--- src/hdl/dnsa_pkg.sv ---
package dnsa_pkg;

    localparam int BYTE_W   = 8;
    localparam int STATUS_W = 3;
    localparam int WORD_W   = 32;
    localparam int COUNT_W  = 16;

    // Result codes
    localparam logic [STATUS_W-1:0] ST_FOUND    = 3'd0;
    localparam logic [STATUS_W-1:0] ST_SHORT    = 3'd1;
    localparam logic [STATUS_W-1:0] ST_NOT_RESP = 3'd2;
    localparam logic [STATUS_W-1:0] ST_RCODE    = 3'd3;
    localparam logic [STATUS_W-1:0] ST_TRUNC    = 3'd4;
    localparam logic [STATUS_W-1:0] ST_NO_A     = 3'd5;

    // Header byte positions
    localparam logic [3:0] HDR_FLAGS_HI = 4'd2;
    localparam logic [3:0] HDR_FLAGS_LO = 4'd3;
    localparam logic [3:0] HDR_QD_HI    = 4'd4;
    localparam logic [3:0] HDR_QD_LO    = 4'd5;
    localparam logic [3:0] HDR_AN_HI    = 4'd6;
    localparam logic [3:0] HDR_AN_LO    = 4'd7;
    localparam logic [3:0] HDR_LAST     = 4'd11;

    // Answer fixed-field byte positions
    localparam logic [3:0] AF_TYPE_HI  = 4'd0;
    localparam logic [3:0] AF_TYPE_LO  = 4'd1;
    localparam logic [3:0] AF_CLASS_HI = 4'd2;
    localparam logic [3:0] AF_CLASS_LO = 4'd3;
    localparam logic [3:0] AF_TTL_0    = 4'd4;
    localparam logic [3:0] AF_TTL_1    = 4'd5;
    localparam logic [3:0] AF_TTL_2    = 4'd6;
    localparam logic [3:0] AF_TTL_3    = 4'd7;
    localparam logic [3:0] AF_RDLEN_HI = 4'd8;
    localparam logic [3:0] AF_LAST     = 4'd9;

    localparam logic [3:0] QF_LAST     = 4'd3;

    localparam logic [BYTE_W-1:0]  PTR_MASK   = 8'hC0;
    localparam logic [COUNT_W-1:0] QR_BIT     = 16'h8000;
    localparam logic [COUNT_W-1:0] RCODE_MASK = 16'h000F;
    localparam logic [COUNT_W-1:0] TYPE_A     = 16'd1;
    localparam logic [COUNT_W-1:0] CLASS_IN   = 16'd1;

    localparam logic [3:0] PTR_MARK   = 4'd1;
    localparam logic [3:0] RD_FIRST   = 4'd1;
    localparam logic [3:0] RD_A_LEN   = 4'd4;
    localparam logic [3:0] RD_CAP     = 4'd5;

    typedef struct packed {
        logic [STATUS_W-1:0] status;
        logic [WORD_W-1:0]   address;
        logic [WORD_W-1:0]   time_to_live;
    } result_t;

endpackage

--- src/hdl/dnsa_in_stage.sv ---
module dnsa_in_stage (
    input  logic                          clk,
    input  logic                          rst_n,
    input  logic                          in_valid,
    output logic                          in_ready,
    input  logic [dnsa_pkg::BYTE_W-1:0]   data_byte,
    input  logic                          last_byte,
    input  logic                          take,
    output logic                          held_valid,
    output logic [dnsa_pkg::BYTE_W-1:0]   held_byte,
    output logic                          held_last
);

    logic                        valid_reg;
    logic                        valid_next;
    logic [dnsa_pkg::BYTE_W-1:0] byte_reg;
    logic                        last_reg;

    assign in_ready = !valid_reg || take;

    always_comb
    begin
        valid_next = valid_reg;
        if (in_valid && in_ready)
        begin
            valid_next = 1'b1;
        end
        else if (take)
        begin
            valid_next = 1'b0;
        end
    end

    always_ff @(posedge clk or negedge rst_n)
    begin
        if (!rst_n)
        begin
            valid_reg <= 1'b0;
        end
        else
        begin
            valid_reg <= valid_next;
        end
    end

    // Payload: capture on every accepted beat
    always_ff @(posedge clk)
    begin
        if (in_valid && in_ready)
        begin
            byte_reg <= data_byte;
            last_reg <= last_byte;
        end
    end

    assign held_valid = valid_reg;
    assign held_byte  = byte_reg;
    assign held_last  = last_reg;

endmodule

--- src/hdl/dnsa_parse.sv ---
module dnsa_parse (
    input  logic                          clk,
    input  logic                          rst_n,
    input  logic                          advance,
    input  logic [dnsa_pkg::BYTE_W-1:0]   data_byte,
    input  logic                          last_byte,
    output dnsa_pkg::result_t             result
);

    typedef enum logic [2:0] {
        PH_HEADER,
        PH_QNAME,
        PH_QFIXED,
        PH_ANAME,
        PH_AFIXED,
        PH_RDATA,
        PH_DONE
    } phase_t;

    phase_t                              phase_reg, phase_next;
    logic [3:0]                          header_index_reg, header_index_next;
    logic [3:0]                          field_index_reg, field_index_next;
    logic [dnsa_pkg::COUNT_W-1:0]        questions_left_reg, questions_left_next;
    logic [dnsa_pkg::COUNT_W-1:0]        answers_left_reg, answers_left_next;
    logic [dnsa_pkg::COUNT_W-1:0]        skip_count_reg, skip_count_next;
    logic [dnsa_pkg::STATUS_W-1:0]       error_code_reg, error_code_next;
    logic [dnsa_pkg::COUNT_W-1:0]        flag_word_reg, flag_word_next;
    logic [dnsa_pkg::COUNT_W-1:0]        record_type_reg, record_type_next;
    logic [dnsa_pkg::COUNT_W-1:0]        record_class_reg, record_class_next;
    logic [dnsa_pkg::WORD_W-1:0]         record_ttl_reg, record_ttl_next;
    logic [dnsa_pkg::WORD_W-1:0]         address_reg, address_next;

    logic                                go_answers;
    logic [dnsa_pkg::COUNT_W-1:0]        ans_count;
    logic [3:0]                          fi_eff;
    logic [dnsa_pkg::COUNT_W-1:0]        skip_dec;
    logic [dnsa_pkg::COUNT_W-1:0]        rdlen;
    logic                                is_a_in;
    logic                                is_name;

    always_comb
    begin
        phase_next          = phase_reg;
        header_index_next   = header_index_reg;
        field_index_next    = field_index_reg;
        questions_left_next = questions_left_reg;
        answers_left_next   = answers_left_reg;
        skip_count_next     = skip_count_reg;
        error_code_next     = error_code_reg;
        flag_word_next      = flag_word_reg;
        record_type_next    = record_type_reg;
        record_class_next   = record_class_reg;
        record_ttl_next     = record_ttl_reg;
        address_next        = address_reg;
        go_answers          = 1'b0;
        ans_count           = answers_left_reg;
        skip_dec            = skip_count_reg - 1'b1;
        rdlen               = {skip_count_reg[15:8], data_byte};
        is_a_in             = (record_type_reg == dnsa_pkg::TYPE_A)
                              && (record_class_reg == dnsa_pkg::CLASS_IN);
        is_name             = (phase_reg == PH_QNAME) || (phase_reg == PH_ANAME);
        // rdata byte count starts at one on the first rdata beat
        fi_eff = ((phase_reg == PH_RDATA) && (field_index_reg == '0))
                 ? dnsa_pkg::RD_FIRST : field_index_reg;

        // Name walk shared by question and answer names
        if (is_name)
        begin
            if ((field_index_reg == dnsa_pkg::PTR_MARK)
                || ((skip_count_reg == '0) && (data_byte == '0)))
            begin
                phase_next       = (phase_reg == PH_QNAME) ? PH_QFIXED : PH_AFIXED;
                skip_count_next  = '0;
                field_index_next = '0;
            end
            else if (skip_count_reg != '0)
            begin
                skip_count_next = skip_dec;
            end
            else if ((data_byte & dnsa_pkg::PTR_MASK) == dnsa_pkg::PTR_MASK)
            begin
                field_index_next = dnsa_pkg::PTR_MARK;
            end
            else
            begin
                skip_count_next = {{(dnsa_pkg::COUNT_W-dnsa_pkg::BYTE_W){1'b0}}, data_byte};
            end
        end

        unique case (phase_reg)
            PH_HEADER:
            begin
                case (header_index_reg)
                    dnsa_pkg::HDR_FLAGS_HI: flag_word_next[15:8]      = data_byte;
                    dnsa_pkg::HDR_FLAGS_LO: flag_word_next[7:0]       = data_byte;
                    dnsa_pkg::HDR_QD_HI:    questions_left_next[15:8] = data_byte;
                    dnsa_pkg::HDR_QD_LO:    questions_left_next[7:0]  = data_byte;
                    dnsa_pkg::HDR_AN_HI:    answers_left_next[15:8]   = data_byte;
                    dnsa_pkg::HDR_AN_LO:    answers_left_next[7:0]    = data_byte;
                    default: ;
                endcase
                header_index_next = header_index_reg + 1'b1;
                if (header_index_reg == dnsa_pkg::HDR_LAST)
                begin
                    if ((flag_word_reg & dnsa_pkg::QR_BIT) == '0)
                    begin
                        phase_next      = PH_DONE;
                        error_code_next = dnsa_pkg::ST_NOT_RESP;
                    end
                    else if ((flag_word_reg & dnsa_pkg::RCODE_MASK) != '0)
                    begin
                        phase_next      = PH_DONE;
                        error_code_next = dnsa_pkg::ST_RCODE;
                    end
                    else if (questions_left_reg != '0)
                    begin
                        phase_next       = PH_QNAME;
                        skip_count_next  = '0;
                        field_index_next = '0;
                    end
                    else
                    begin
                        go_answers = 1'b1;
                    end
                end
            end
            PH_QNAME, PH_ANAME: ;
            PH_QFIXED:
            begin
                field_index_next = field_index_reg + 1'b1;
                if (field_index_reg == dnsa_pkg::QF_LAST)
                begin
                    field_index_next    = '0;
                    questions_left_next = questions_left_reg - 1'b1;
                    if (questions_left_next == '0)
                    begin
                        go_answers = 1'b1;
                    end
                    else
                    begin
                        phase_next      = PH_QNAME;
                        skip_count_next = '0;
                    end
                end
            end
            PH_AFIXED:
            begin
                case (field_index_reg)
                    dnsa_pkg::AF_TYPE_HI:  record_type_next[15:8]  = data_byte;
                    dnsa_pkg::AF_TYPE_LO:  record_type_next[7:0]   = data_byte;
                    dnsa_pkg::AF_CLASS_HI: record_class_next[15:8] = data_byte;
                    dnsa_pkg::AF_CLASS_LO: record_class_next[7:0]  = data_byte;
                    dnsa_pkg::AF_TTL_0, dnsa_pkg::AF_TTL_1,
                    dnsa_pkg::AF_TTL_2, dnsa_pkg::AF_TTL_3:
                        record_ttl_next = {record_ttl_reg[23:0], data_byte};
                    dnsa_pkg::AF_RDLEN_HI:
                        skip_count_next = {data_byte, {dnsa_pkg::BYTE_W{1'b0}}};
                    default: skip_count_next = rdlen;
                endcase
                field_index_next = field_index_reg + 1'b1;
                if (field_index_reg == dnsa_pkg::AF_LAST)
                begin
                    field_index_next = '0;
                    if (rdlen == '0)
                    begin
                        answers_left_next = answers_left_reg - 1'b1;
                        ans_count         = answers_left_next;
                        go_answers        = 1'b1;
                    end
                    else
                    begin
                        phase_next = PH_RDATA;
                    end
                end
            end
            PH_RDATA:
            begin
                if (is_a_in)
                begin
                    address_next = {address_reg[23:0], data_byte};
                end
                skip_count_next = skip_dec;
                if (skip_dec == '0)
                begin
                    field_index_next = fi_eff;
                    if (is_a_in && (fi_eff == dnsa_pkg::RD_A_LEN))
                    begin
                        phase_next      = PH_DONE;
                        error_code_next = dnsa_pkg::ST_FOUND;
                    end
                    else
                    begin
                        answers_left_next = answers_left_reg - 1'b1;
                        ans_count         = answers_left_next;
                        go_answers        = 1'b1;
                    end
                end
                else
                begin
                    // Hold the count saturated once past the A length
                    field_index_next = (fi_eff >= dnsa_pkg::RD_A_LEN)
                                       ? dnsa_pkg::RD_CAP : fi_eff + 1'b1;
                end
            end
            PH_DONE: ;
            default: ;
        endcase

        if (go_answers)
        begin
            if (ans_count == '0)
            begin
                phase_next      = PH_DONE;
                error_code_next = dnsa_pkg::ST_NO_A;
            end
            else
            begin
                phase_next       = PH_ANAME;
                skip_count_next  = '0;
                field_index_next = '0;
            end
        end
    end

    // Result as seen after this beat
    always_comb
    begin
        if (phase_next == PH_HEADER)
        begin
            result.status = dnsa_pkg::ST_SHORT;
        end
        else if (phase_next == PH_DONE)
        begin
            result.status = error_code_next;
        end
        else
        begin
            result.status = dnsa_pkg::ST_TRUNC;
        end
        if (result.status == dnsa_pkg::ST_FOUND)
        begin
            result.address      = address_next;
            result.time_to_live = record_ttl_next;
        end
        else
        begin
            result.address      = '0;
            result.time_to_live = '0;
        end
    end

    always_ff @(posedge clk or negedge rst_n)
    begin
        if (!rst_n)
        begin
            phase_reg          <= PH_HEADER;
            header_index_reg   <= '0;
            field_index_reg    <= '0;
            questions_left_reg <= '0;
            answers_left_reg   <= '0;
            skip_count_reg     <= '0;
            error_code_reg     <= '0;
        end
        else if (advance)
        begin
            if (last_byte)
            begin
                phase_reg          <= PH_HEADER;
                header_index_reg   <= '0;
                field_index_reg    <= '0;
                questions_left_reg <= '0;
                answers_left_reg   <= '0;
                skip_count_reg     <= '0;
                error_code_reg     <= '0;
            end
            else
            begin
                phase_reg          <= phase_next;
                header_index_reg   <= header_index_next;
                field_index_reg    <= field_index_next;
                questions_left_reg <= questions_left_next;
                answers_left_reg   <= answers_left_next;
                skip_count_reg     <= skip_count_next;
                error_code_reg     <= error_code_next;
            end
        end
    end

    always_ff @(posedge clk)
    begin
        if (advance)
        begin
            flag_word_reg    <= flag_word_next;
            record_type_reg  <= record_type_next;
            record_class_reg <= record_class_next;
            record_ttl_reg   <= record_ttl_next;
            address_reg      <= address_next;
        end
    end

endmodule

--- src/hdl/dnsa_out_stage.sv ---
module dnsa_out_stage (
    input  logic                           clk,
    input  logic                           rst_n,
    input  logic                           load,
    input  dnsa_pkg::result_t              result,
    output logic                           space,
    output logic                           out_valid,
    input  logic                           out_ready,
    output logic [dnsa_pkg::STATUS_W-1:0]  status,
    output logic [dnsa_pkg::WORD_W-1:0]    address,
    output logic [dnsa_pkg::WORD_W-1:0]    time_to_live
);

    logic              valid_reg;
    logic              valid_next;
    dnsa_pkg::result_t result_reg;

    assign space = !valid_reg || out_ready;

    always_comb
    begin
        valid_next = load || (valid_reg && !out_ready);
    end

    always_ff @(posedge clk or negedge rst_n)
    begin
        if (!rst_n)
        begin
            valid_reg <= 1'b0;
        end
        else
        begin
            valid_reg <= valid_next;
        end
    end

    always_ff @(posedge clk)
    begin
        if (load)
        begin
            result_reg <= result;
        end
    end

    assign out_valid    = valid_reg;
    assign status       = result_reg.status;
    assign address      = result_reg.address;
    assign time_to_live = result_reg.time_to_live;

endmodule

--- src/hdl/dns_response_a_record_parser.sv ---
// DNS response A-record parser.
//
// Input channel (in_valid / in_ready): one packet byte per beat on data_byte,
// with last_byte high on the final byte of the packet. Bytes of one packet
// follow each other directly; the next packet starts with the beat after
// the last one.
// Output channel (out_valid / out_ready): exactly one result beat per packet,
// carrying status, address and time_to_live. address and time_to_live are
// zero unless status reports a found A record.
// The input register holds each accepted byte while the parser reads it; for
// the last byte the result is written into the output register, which drives
// out_valid.
// Throughput: one byte per cycle while no final byte waits for the output
// register; the parser state update is a single registered pass per byte.
// Reset: rst_n clears both valid flags and returns the parser to the header
// phase.
// Receiver stall: while a result sits unaccepted, non-final bytes keep
// flowing; only a final byte waits in the input register until the output
// register frees up, and in_ready drops for that time.
module dns_response_a_record_parser (
    input  logic                           clk,
    input  logic                           rst_n,
    input  logic                           in_valid,
    output logic                           in_ready,
    input  logic [dnsa_pkg::BYTE_W-1:0]    data_byte,
    input  logic                           last_byte,
    output logic                           out_valid,
    input  logic                           out_ready,
    output logic [dnsa_pkg::STATUS_W-1:0]  status,
    output logic [dnsa_pkg::WORD_W-1:0]    address,
    output logic [dnsa_pkg::WORD_W-1:0]    time_to_live
);

    logic                        held_valid;
    logic [dnsa_pkg::BYTE_W-1:0] held_byte;
    logic                        held_last;
    logic                        space;
    logic                        advance;
    logic                        load;
    dnsa_pkg::result_t           result;

    // Advance the held byte unless it ends a packet and the result slot is full
    assign advance = held_valid && (!held_last || space);
    assign load    = advance && held_last;

    dnsa_in_stage u_in_stage (
        .clk        (clk),
        .rst_n      (rst_n),
        .in_valid   (in_valid),
        .in_ready   (in_ready),
        .data_byte  (data_byte),
        .last_byte  (last_byte),
        .take       (advance),
        .held_valid (held_valid),
        .held_byte  (held_byte),
        .held_last  (held_last)
    );

    dnsa_parse u_parse (
        .clk       (clk),
        .rst_n     (rst_n),
        .advance   (advance),
        .data_byte (held_byte),
        .last_byte (held_last),
        .result    (result)
    );

    dnsa_out_stage u_out_stage (
        .clk          (clk),
        .rst_n        (rst_n),
        .load         (load),
        .result       (result),
        .space        (space),
        .out_valid    (out_valid),
        .out_ready    (out_ready),
        .status       (status),
        .address      (address),
        .time_to_live (time_to_live)
    );

endmodule

--- config.mk ---
export PLATFORM = sky130hd
export DESIGN_NAME = dns_response_a_record_parser
export DESIGN_NICKNAME = d
export VERILOG_FILES = /design/src/hdl/dnsa_pkg.sv /design/src/hdl/dnsa_in_stage.sv /design/src/hdl/dnsa_parse.sv /design/src/hdl/dnsa_out_stage.sv /design/src/hdl/dns_response_a_record_parser.sv
export SDC_FILE = /design/constraint.sdc
export NUM_CORES = 1
export LEC_CHECK = 0
export BUFFER_PORTS_ARGS = -buffer_cell sky130_fd_sc_hd__clkbuf_2
export CAP_MARGIN = 30
export CORE_MARGIN = 3
export CORE_UTILIZATION = 40
export DETAILED_ROUTE_END_ITERATION = 10
export SETUP_SLACK_MARGIN = 0.05
export SLEW_MARGIN = 30
export SYNTH_ARGS = -nofsm -noshare
export SYNTH_HDL_FRONTEND = slang
export SYNTH_HIERARCHICAL = 1
export SYNTH_SLANG_ARGS = --single-unit
--- constraint.sdc ---
create_clock -name clk -period 16.85 [get_ports clk]
set_input_delay 1.685 -clock clk [delete_from_list [all_inputs] [get_ports clk]]
set_output_delay 1.685 -clock clk [all_outputs]
set_load 0.01 [all_outputs]
* After elaboration in Yosys (flattened, before gate mapping) *
Cells that the tools add are included.

word-level totals
  output and inout bits = 69
  logic and storage cells = 204
  bits of input ports = 13
  register bits = 248

operators by class
  add/sub/neg operators = 6
  muxes and demuxes = 93
  equal/unequal tests = 31
  magnitude comparators = 1
  reductions and logical operators = 49

operators with widths
  kind                                                number
  two-way mux 16 bit                                  20
  two-way mux 32 bit                                  4
  logical NOT 16 bit                                  6
  one-hot mux 16 bit (2 select lines)                 3
  two-way mux 3 bit                                   26
  two-way mux 4 bit                                   18
  one-hot mux 16 bit (4 select lines)                 1
  one-hot mux 16 bit (3 select lines)                 1
  nonzero test 16 bit                                 3
  subtractor 16 x 1 -> 16 bit, second input constant  3
  == test 4 x 3 -> 1 bit, second input constant       9
  == test 16 x 1 -> 1 bit, second input constant      2
  two-way mux 8 bit                                   4
  AND reduction 3 bit                                 8
  == test 4 x 2 -> 1 bit, second input constant       4
  one-hot mux 4 bit (4 select lines)                  1
  adder 4 x 1 -> 4 bit, second input constant         3
  == test 4 bit, second input constant                3
  two-way mux 1 bit                                   12
  inequality test 3 bit, second input constant        4
  one-hot mux 3 bit (4 select lines)                  1
  == test 3 bit, second input constant                3
  logical NOT 3 bit                                   3
  logical AND 1 bit                                   8
  19 further kinds                                    30

* Logic depth before layout (Yosys ltp) *
Gate-level depths: netlist (run 1).

  word-level depth = 15
  gate-level depth with buffers = 17

* By module *
Netlist (run 1), hierarchy kept.

modules (own cells, without submodules)
  module                        sequential area each (µm²)  times used  area each (µm²)  cells an instance
  dnsa_parse                    4584.4                      1           10775.3          1054
  dnsa_out_stage                2037.0                      1           2059.5           70
  dnsa_in_stage                 295.3                       1           324.1            13
  dns_response_a_record_parser  0.0                         1           18.8             3

* Worst setup path before layout (run 1) *
OpenSTA, ideal clock, no wires.

  path kind = input to output
  start = input out_ready
  end = output in_ready
  buffers on the path = 0
  required time = 15.165 ns
  slack = 9.577 ns
  arrival = 5.588 ns
  cell stages on the path = 4
  cells stage by stage = nand2b_4 > inv_1 > a21boi_1 > nand2b_4

on the way
  longest elaborated chain between the ends = 4

RTL lines
  element            line                                RTL
  start, declared    dns_response_a_record_parser.sv:28  input logic out_ready,
  logical OR 1 bit   dnsa_out_stage.sv:18                assign space = !valid_reg || out_ready;
  logical OR 1 bit   dns_response_a_record_parser.sv:43  assign advance = held_valid && (!held_last || space);
  logical AND 1 bit  dns_response_a_record_parser.sv:43
  via advance        dns_response_a_record_parser.sv:38  logic advance;
  logical OR 1 bit   dnsa_in_stage.sv:19                 assign in_ready = !valid_reg || take;
  end, declared      dns_response_a_record_parser.sv:24  output logic in_ready,

The timed path passes the listed nets, and every way through them passes these cells.

* Worst setup path after layout (run 1) *
  start = register u_parse/skip_count_reg[0] (netlist bit)
  end = register u_out_stage.result_reg (netlist bit u_out_stage/address[31]) (data pin)

on the way
  longest elaborated chain between the ends = 15
  elaborated cells between the ends (all ways) = 34

RTL lines
  element                                                               line                  RTL
  start, declared                                                       dnsa_parse.sv:25      logic [dnsa_pkg::COUNT_W-1:0] skip_count_reg, skip_count_next;
  start signal, assigned                                                dnsa_parse.sv:283     skip_count_reg <= skip_count_next;
  branches (longest 13 deep; another with subtractor 16 x 1 -> 16 bit)  --
  two-way mux 3 bit (*)                                                 dnsa_parse.sv:228     if (phase_next == PH_HEADER)
  logical NOT 3 bit (*)                                                 dnsa_parse.sv:240     if (result.status == dnsa_pkg::ST_FOUND)
  end signal, assigned                                                  dnsa_out_stage.sv:41  result_reg <= result;
  end, declared                                                         dnsa_out_stage.sv:16  dnsa_pkg::result_t result_reg;

Mark *: on every way between the ends.
A chain may end at the register's enable or synchronous reset.

==> results of run 1 <==
## cells in the mapped netlist, drive strengths merged, types with 10 or more instances
library cell  number
a21o              10
edfxtp           177
a22o              16
mux2              66
buf               18
a21oi             63
nand3             19
nor4              27
a31oi             12
xnor2             11
nor2              85
dfrtp             64
o2bb2ai           14
inv               25
nor2b             68
o21ai             79
a22oi             12
nor3              32
nand2b            10
and2              13
nand2             82
clkbuf            52
ha                14
o22ai             12
## cell usage in the layout (no fill, tap or decap), types with 8 or more instances in the layout
master,instances
buf_4,22
o2bb2ai_1,14
a21o_1,10
clkbuf_2,80
clkbuf_16,29
nand2_1,82
nor2b_1,8
and2_1,12
edfxtp_1,177
or4_1,8
ha_1,14
a21oi_1,61
clkbuf_1,8
a22oi_1,12
o21ai_0,75
a22o_1,16
inv_1,25
o22ai_1,12
xnor2_1,11
nor3_1,28
nor4_1,26
a31oi_1,12
dfrtp_1,64
nand3_1,19
nor2_1,84
nor2b_4,60
mux2_2,66
or3_1,8
## final timing paths
kind	startpoint	end	slack (ns)	cells after the start
setup / recovery	u_parse/skip_count_reg[0]	u_out_stage/address[31]	11.43	11
setup reg to reg	u_parse/skip_count_reg[0]	u_out_stage/address[31]	11.43	11
max in group asynchronous	rst_n	u_out_stage/out_valid	15.15	2
hold reg to reg	u_parse/error_code_reg[2]	u_parse/error_code_reg[2]	0.52	2
hold / removal	u_parse/error_code_reg[2]	u_parse/error_code_reg[2]	0.52	2
min in group asynchronous	rst_n	u_parse/answers_left_reg[7]	1.26	2
## cell type report
type	instances	area, um2
Timing Repair Buffer	105	593
Multi-Input combinational cell	803	5820
Sequential cell	241	6920
Tap cell	435	544
Clock buffer	38	769
Fill cell	2967	17100
Inverter	26	97.6
Clock inverter	14	201
## cell families after synthesis
kind of cell,after synthesis
AOI/OAI and AO/OA,300
xor gates and xnor gates,18
adders and majority gates,14
buffers and inverters,96
DFF,241
muxes,68
and+or+nand+nor,403
## through the flow
| step | hold WS, ns | util |
|---|---|---|
| 4_1_cts | 0.524 | 0.466 |
| 6_report | 0.525 | 0.466 |
| 3_3_place_gp | 0.511 | 0.435 |
| 5_1_grt | 0.567 | 0.466 |
| 3_5_place_dp | 0.509 | 0.436 |
| 2_1_floorplan | 0.472 | - |
## layer usage
metal  vias up  global-route usage  wire, um  part of all wire
met5         -                   0         0                 0
met4         0              0.0442       738             0.022
met3        54              0.0297      2090             0.061
met2       350               0.303     15800              0.46
met1      4742               0.272     15400              0.45
li1       4447                   -         -                 -
## critical path, delay by kind of cell, from the launching register on
| kind | cells | cell delay [ns] |
|---|---|---|
| flops | 1 | 0.48 |
| xor+xnor | 1 | 0.21 |
| compound gates | 2 | 0.77 |
| fa+ha+maj | 1 | 0.40 |
| simple gates | 5 | 2.38 |
| buf+inv | 2 | 0.85 |
## power groups by stage
stage	Clock (uW)	Combinational (uW)	Sequential (uW)
2_1_floorplan	0	154	737
3_3_place_gp	0	220	746
3_5_place_dp	0	222	747
4_1_cts	649	223	736
5_1_grt	675	247	744
6_report	631	223	736
==> results by group, run 1 <==
Outcome
  • Status: completed

Die
  • Core box area: 0.0320 mm2
  • Die Span Y: 188 um
  • Num ports: 82
  • Num rows: 65
  • Die area: 0.0352 mm2
  • Initial Util: 0.411
  • Die Width: 188 um

Logic synthesis
  • Sequential area share after synthesis: 0.525
  • Yosys warns: 6
  • Asr flop ratio synth: 0.266
  • Mux contribution to synthesized area: 0.0579
  • Compound-Gate Fraction of Synth Area: 0.156
  • Share of the synthesized area in the top cell type: 0.403
  • Largest family of logic cells by synthesized area: simple AND/OR/NAND/NOR gates
  • Number of flops mapped to enable cells by yosys: 177
  • Synthesized flop and latch total: 241
  • Post-synthesis net count: 1167
  • Post-Synth XOR/XNOR Area: 0.0120
  • Adder-cell area share of the yosys netlist: 0.0133
  • Yosys top cell by area: edfxtp_1
  • Syn Inst Count: 1140
  • Top_reg_cell synth: edfxtp_1
  • Synth Area in Simple Gates: 0.199
  • Post-Syn Area per Cell: 11.6 um2
  • Post-Syn Area: 0.0132 mm2
  • Distinct cell type count after synthesis: 88
  • Dominant cells by area after synthesis: edfxtp_1 40%, dfrtp_1 12%, nor2b_4 6.3%

Clock network
  • H-tree levels: 1
  • Postcts setup bufs: 0
  • # hold bufs at CTS: 0
  • CTS Sinks: 241
  • CTS Buffer Depth: 3
  • CTS tree: built
  • Worst-path clk slew: 0.06 ns
  • CTS buffer count: 28
  • Clk_lat worst skew: 0.53 ns
  • CTS root buffer: clkbuf_16
  • PostCTS Resize Cnt: 0

Timing
  • Fmax: 184 MHz
  • RSZ-0062 raised after global routing: no
  • Tmin final: 5.42 ns
  • Clock Skew: 0.00887 ns
  • TNS Setup: 0 ns
  • Slew @ Worst Pin: 0.923 ns
  • Period utilisation layout: 0.322
  • Final Hold Violating Endpoints: 0
  • Final setup viols: 0
  • Max_slew headroom: 0.381
  • Final worst setup slack: 11.43 ns
  • Max-slew violation count: 0

GRT
  • Largest net degree at the start of global routing: 65
  • GR Util All Layers: 0.189
  • Initial antenna violation count: 0
  • Vias in the first global route: 9228
  • First-pass GRT wire length: 54.0 mm
  • Grt ovf: 0

Pwr
  • Peak VDD IR: 0.0652 mV
  • Comb power frac: 0.140
  • Static Leak: 0.00566 uW
  • Sequential power share: 0.463
  • Clock share of power: 0.397
  • Int Pwr: 1180 uW
  • Overall Power: 1590 uW
  • Switching Power: 414 uW
  • Switching Share: 0.260
  • Pwr dens: 106 mW/mm2

Placed design
  • Port-buffer cells: 81
  • Placer Congestion: 0.899
  • HPWL after detailed placement: 22.4 mm
  • Area after DPL: 0.0140 mm2
  • Placed cell count: 1610
  • Dpl ws: 11.52 ns

Critical path
  • Worst path cell trace: inv_1, ha_1, nor3b_2, nand4_1, xnor2_1, or4_1, o31ai_4, a211oi_4, or4b_4, buf_6, nor2b_1
  • CP max stage delay: 0.75 ns
  • Startpoint Class: flip-flop
  • Worst Path Max Fanout: 39
  • Slowest CP cell: or4_1
  • Worst EP arrival: 5.68 ns
  • Required @ worst endpoint: 17.11 ns
  • Crit Path Class: flip-flop to flip-flop
  • Crit end category: flip-flop

Layout
  • Fraction of layout cells with a size suffix above 1: 0.247
  • Final net count: 1232
  • P&R area growth vs syn: 13.4%
  • Layout Cells excl Fill: 1662
  • Finished Cell Area: 0.0149 mm2
  • Ant diodes: 0

Detailed routing
  • Routed len/inst: 20.5 um
  • DRT Pass-1 Iters: 5
  • Total wire length: 34.0 mm
  • Vias/cell: 5.77
  • Post-DRT Antenna Nets: 0
  • 1st-iter DRT viols: 950
  • Drt drc: 0
  • Via count: 9593

Worst hold path
  • Hold crit path type: flip-flop to flip-flop

Flow run
  • MaxCap Viol Count: 0
Power figures use the tool's default switching activity.
==> run 2, diff against run 1 <==
==> constraint.sdc (replaced) <==
create_clock -name clk -period 5.3 [get_ports clk]
set_input_delay 0.53 -clock clk [delete_from_list [all_inputs] [get_ports clk]]
set_output_delay 0.53 -clock clk [all_outputs]
set_load 0.01 [all_outputs]
==> results by group, run 2 (synthesis results as in run 1) <==
Detailed routing
  • Metal-1 WL: 15.5 mm
  • WL met3: 2.17 mm
  • Via count: 9671
  • Drt drc: 0
  • Routed len/inst: 20.3 um
  • Post-DRT Antenna Nets: 0
  • Total wire length: 33.8 mm
  • Top routing layer in use: met4
  • Met2 wire length: 15.5 mm
  • 1st-iter DRT viols: 1078
  • Vias/cell: 5.79
  • DRT Pass-1 Iters: 6

Timing
  • Max_slew headroom: 0.388
  • Slew @ Worst Pin: 0.909 ns
  • Period utilisation layout: 0.901
  • Tmin final: 4.78 ns
  • Clock Skew: 0.0221 ns
  • Fmax: 209 MHz
  • Final worst setup slack: 0.523 ns
  • Final Hold Violating Endpoints: 0
  • Max-slew violation count: 0
  • RSZ-0062 raised after global routing: no
  • TNS Setup: 0 ns
  • Final setup viols: 0

Critical path
  • Reg-to-reg endpoint: u_parse/skip_count_reg[3]
  • Worst R2R Path Depth: 12
  • R2R setup slack: 0.52 ns
  • Worst Path Max Fanout: 12
  • Required @ worst endpoint: 5.75 ns
  • Worst reg2reg startpoint: u_parse/skip_count_reg[0]
  • Crit end category: flip-flop
  • Startpoint Class: flip-flop
  • Worst EP arrival: 5.22 ns
  • Crit Path Class: flip-flop to flip-flop

Placed design
  • Port-buffer cells: 81
  • HPWL after detailed placement: 22.7 mm
  • Dpl ws: 0.614 ns
  • Placer Congestion: 0.951

Clock network
  • PostCTS Resize Cnt: 0
  • CTS root buffer: clkbuf_16
  • Clk_lat worst skew: 0.54 ns
  • CTS Buffer Depth: 3
  • CTS buffer count: 28
  • # hold bufs at CTS: 0
  • Worst-path clk slew: 0.06 ns
  • Postcts setup bufs: 0
  • CTS Sinks: 241
  • CTS tree: built
  • H-tree levels: 1

Die
  • Die area: 0.0352 mm2
  • Die Width: 188 um
  • Die Span Y: 188 um
  • Num rows: 65
  • Initial Util: 0.411
  • Num ports: 82
  • Core box area: 0.0320 mm2

Layout
  • Final net count: 1239
  • Most common cell after layout, fill and taps aside: edfxtp_1
  • P&R area growth vs syn: 13.7%
  • Most frequent cells in the layout: 177 x edfxtp_1, 84 x nor2_1, 82 x nand2_1, 80 x clkbuf_2, 75 x o21ai_0
  • Ant diodes: 0
  • Fraction of layout cells with a size suffix above 1: 0.254

Outcome
  • Status: completed

Pwr
  • Static Leak: 0.00569 uW
  • Pwr dens: 332 mW/mm2
  • Peak VDD IR: 0.209 mV
  • Overall Power: 4980 uW

GRT
  • GR Util All Layers: 0.186
  • First-pass GRT wire length: 53.5 mm
  • Largest net degree at the start of global routing: 65
  • Vias in the first global route: 9517
  • Initial antenna violation count: 0
  • Grt ovf: 0

Flow run
  • MaxCap Viol Count: 0

Worst hold path
  • Hold crit path type: input pin to async pin
[run 2: changes by cell type in the layout (fill, tap and decap cells not counted), moves of 2 or more]
cell,delta
bufinv_16,-2
a21oi_2,+2
clkbuf_1,-2
buf_12,+2
buf_4,+6
[run 2: how the worst max path moves through the flow]
stage | from | endpoint | slack (ns) | cells past startpoint
2_1_floorplan | u_parse/skip_count_reg[0] | u_parse/skip_count_reg[10] | 1.16 | 15
3_3_place_gp | u_parse/skip_count_reg[0] | u_parse/skip_count_reg[5] | 0.81 | 12
3_5_place_dp | u_parse/skip_count_reg[0] | u_parse/skip_count_reg[8] | 0.61 | 12
4_1_cts | u_parse/skip_count_reg[0] | u_parse/skip_count_reg[3] | 0.60 | 12
5_1_grt | u_parse/skip_count_reg[0] | u_parse/skip_count_reg[2] | 0.23 | 12
6_report | u_parse/skip_count_reg[0] | u_parse/skip_count_reg[3] | 0.52 | 12
[run 2: layer usage]
layer,vias to the layer above,global-route usage
met1,4804,0.271
li1,4468,-
met2,347,0.295
met4,0,0.0465
met3,52,0.0264
met5,-,0
[run 2: worst max-delay path, stage by stage, from the launching register on]
cell,delay (ns)
dfrtp_1,0.47
inv_1,0.17
ha_1,0.39
nor3b_2,0.50
nand4_1,0.19
xnor2_1,0.21
or4_1,0.76
o41ai_1,0.51
mux2_2,0.41
a2111oi_4,0.45
a21oi_2,0.23
buf_4,0.25
o2bb2ai_1,0.15
[run 2: cell type report]
type,count,area (um2)
Fill cell,2918,17100
Tap cell,435,544
Clock inverter,15,166
Sequential cell,241,6920
Inverter,26,97.6
Multi-Input combinational cell,803,5820
Timing Repair Buffer,112,667
Clock buffer,37,776
[run 2: where the power goes]
group / switching [uW] / internal, uW / total [uW]
clock: 755 / 1180 / 1930
sequential: 141 / 2200 / 2340
combinational: 428 / 279 / 707
[run 2: through the flow]
| stage | instance area [um2] | cells | utilization | hold slack, ns |
|---|---|---|---|---|
| 5_1_grt | 15000 | 1669 | 0.468 | 0.132 |
| 3_3_place_gp | 14000 | 1617 | 0.438 | 0.508 |
| 3_5_place_dp | 14000 | 1617 | 0.438 | 0.516 |
| 4_1_cts | 15000 | 1669 | 0.467 | 0.165 |
| 6_report | 15000 | 1669 | 0.468 | 0.101 |
| 2_1_floorplan | 13200 | 1140 | - | 0.234 |
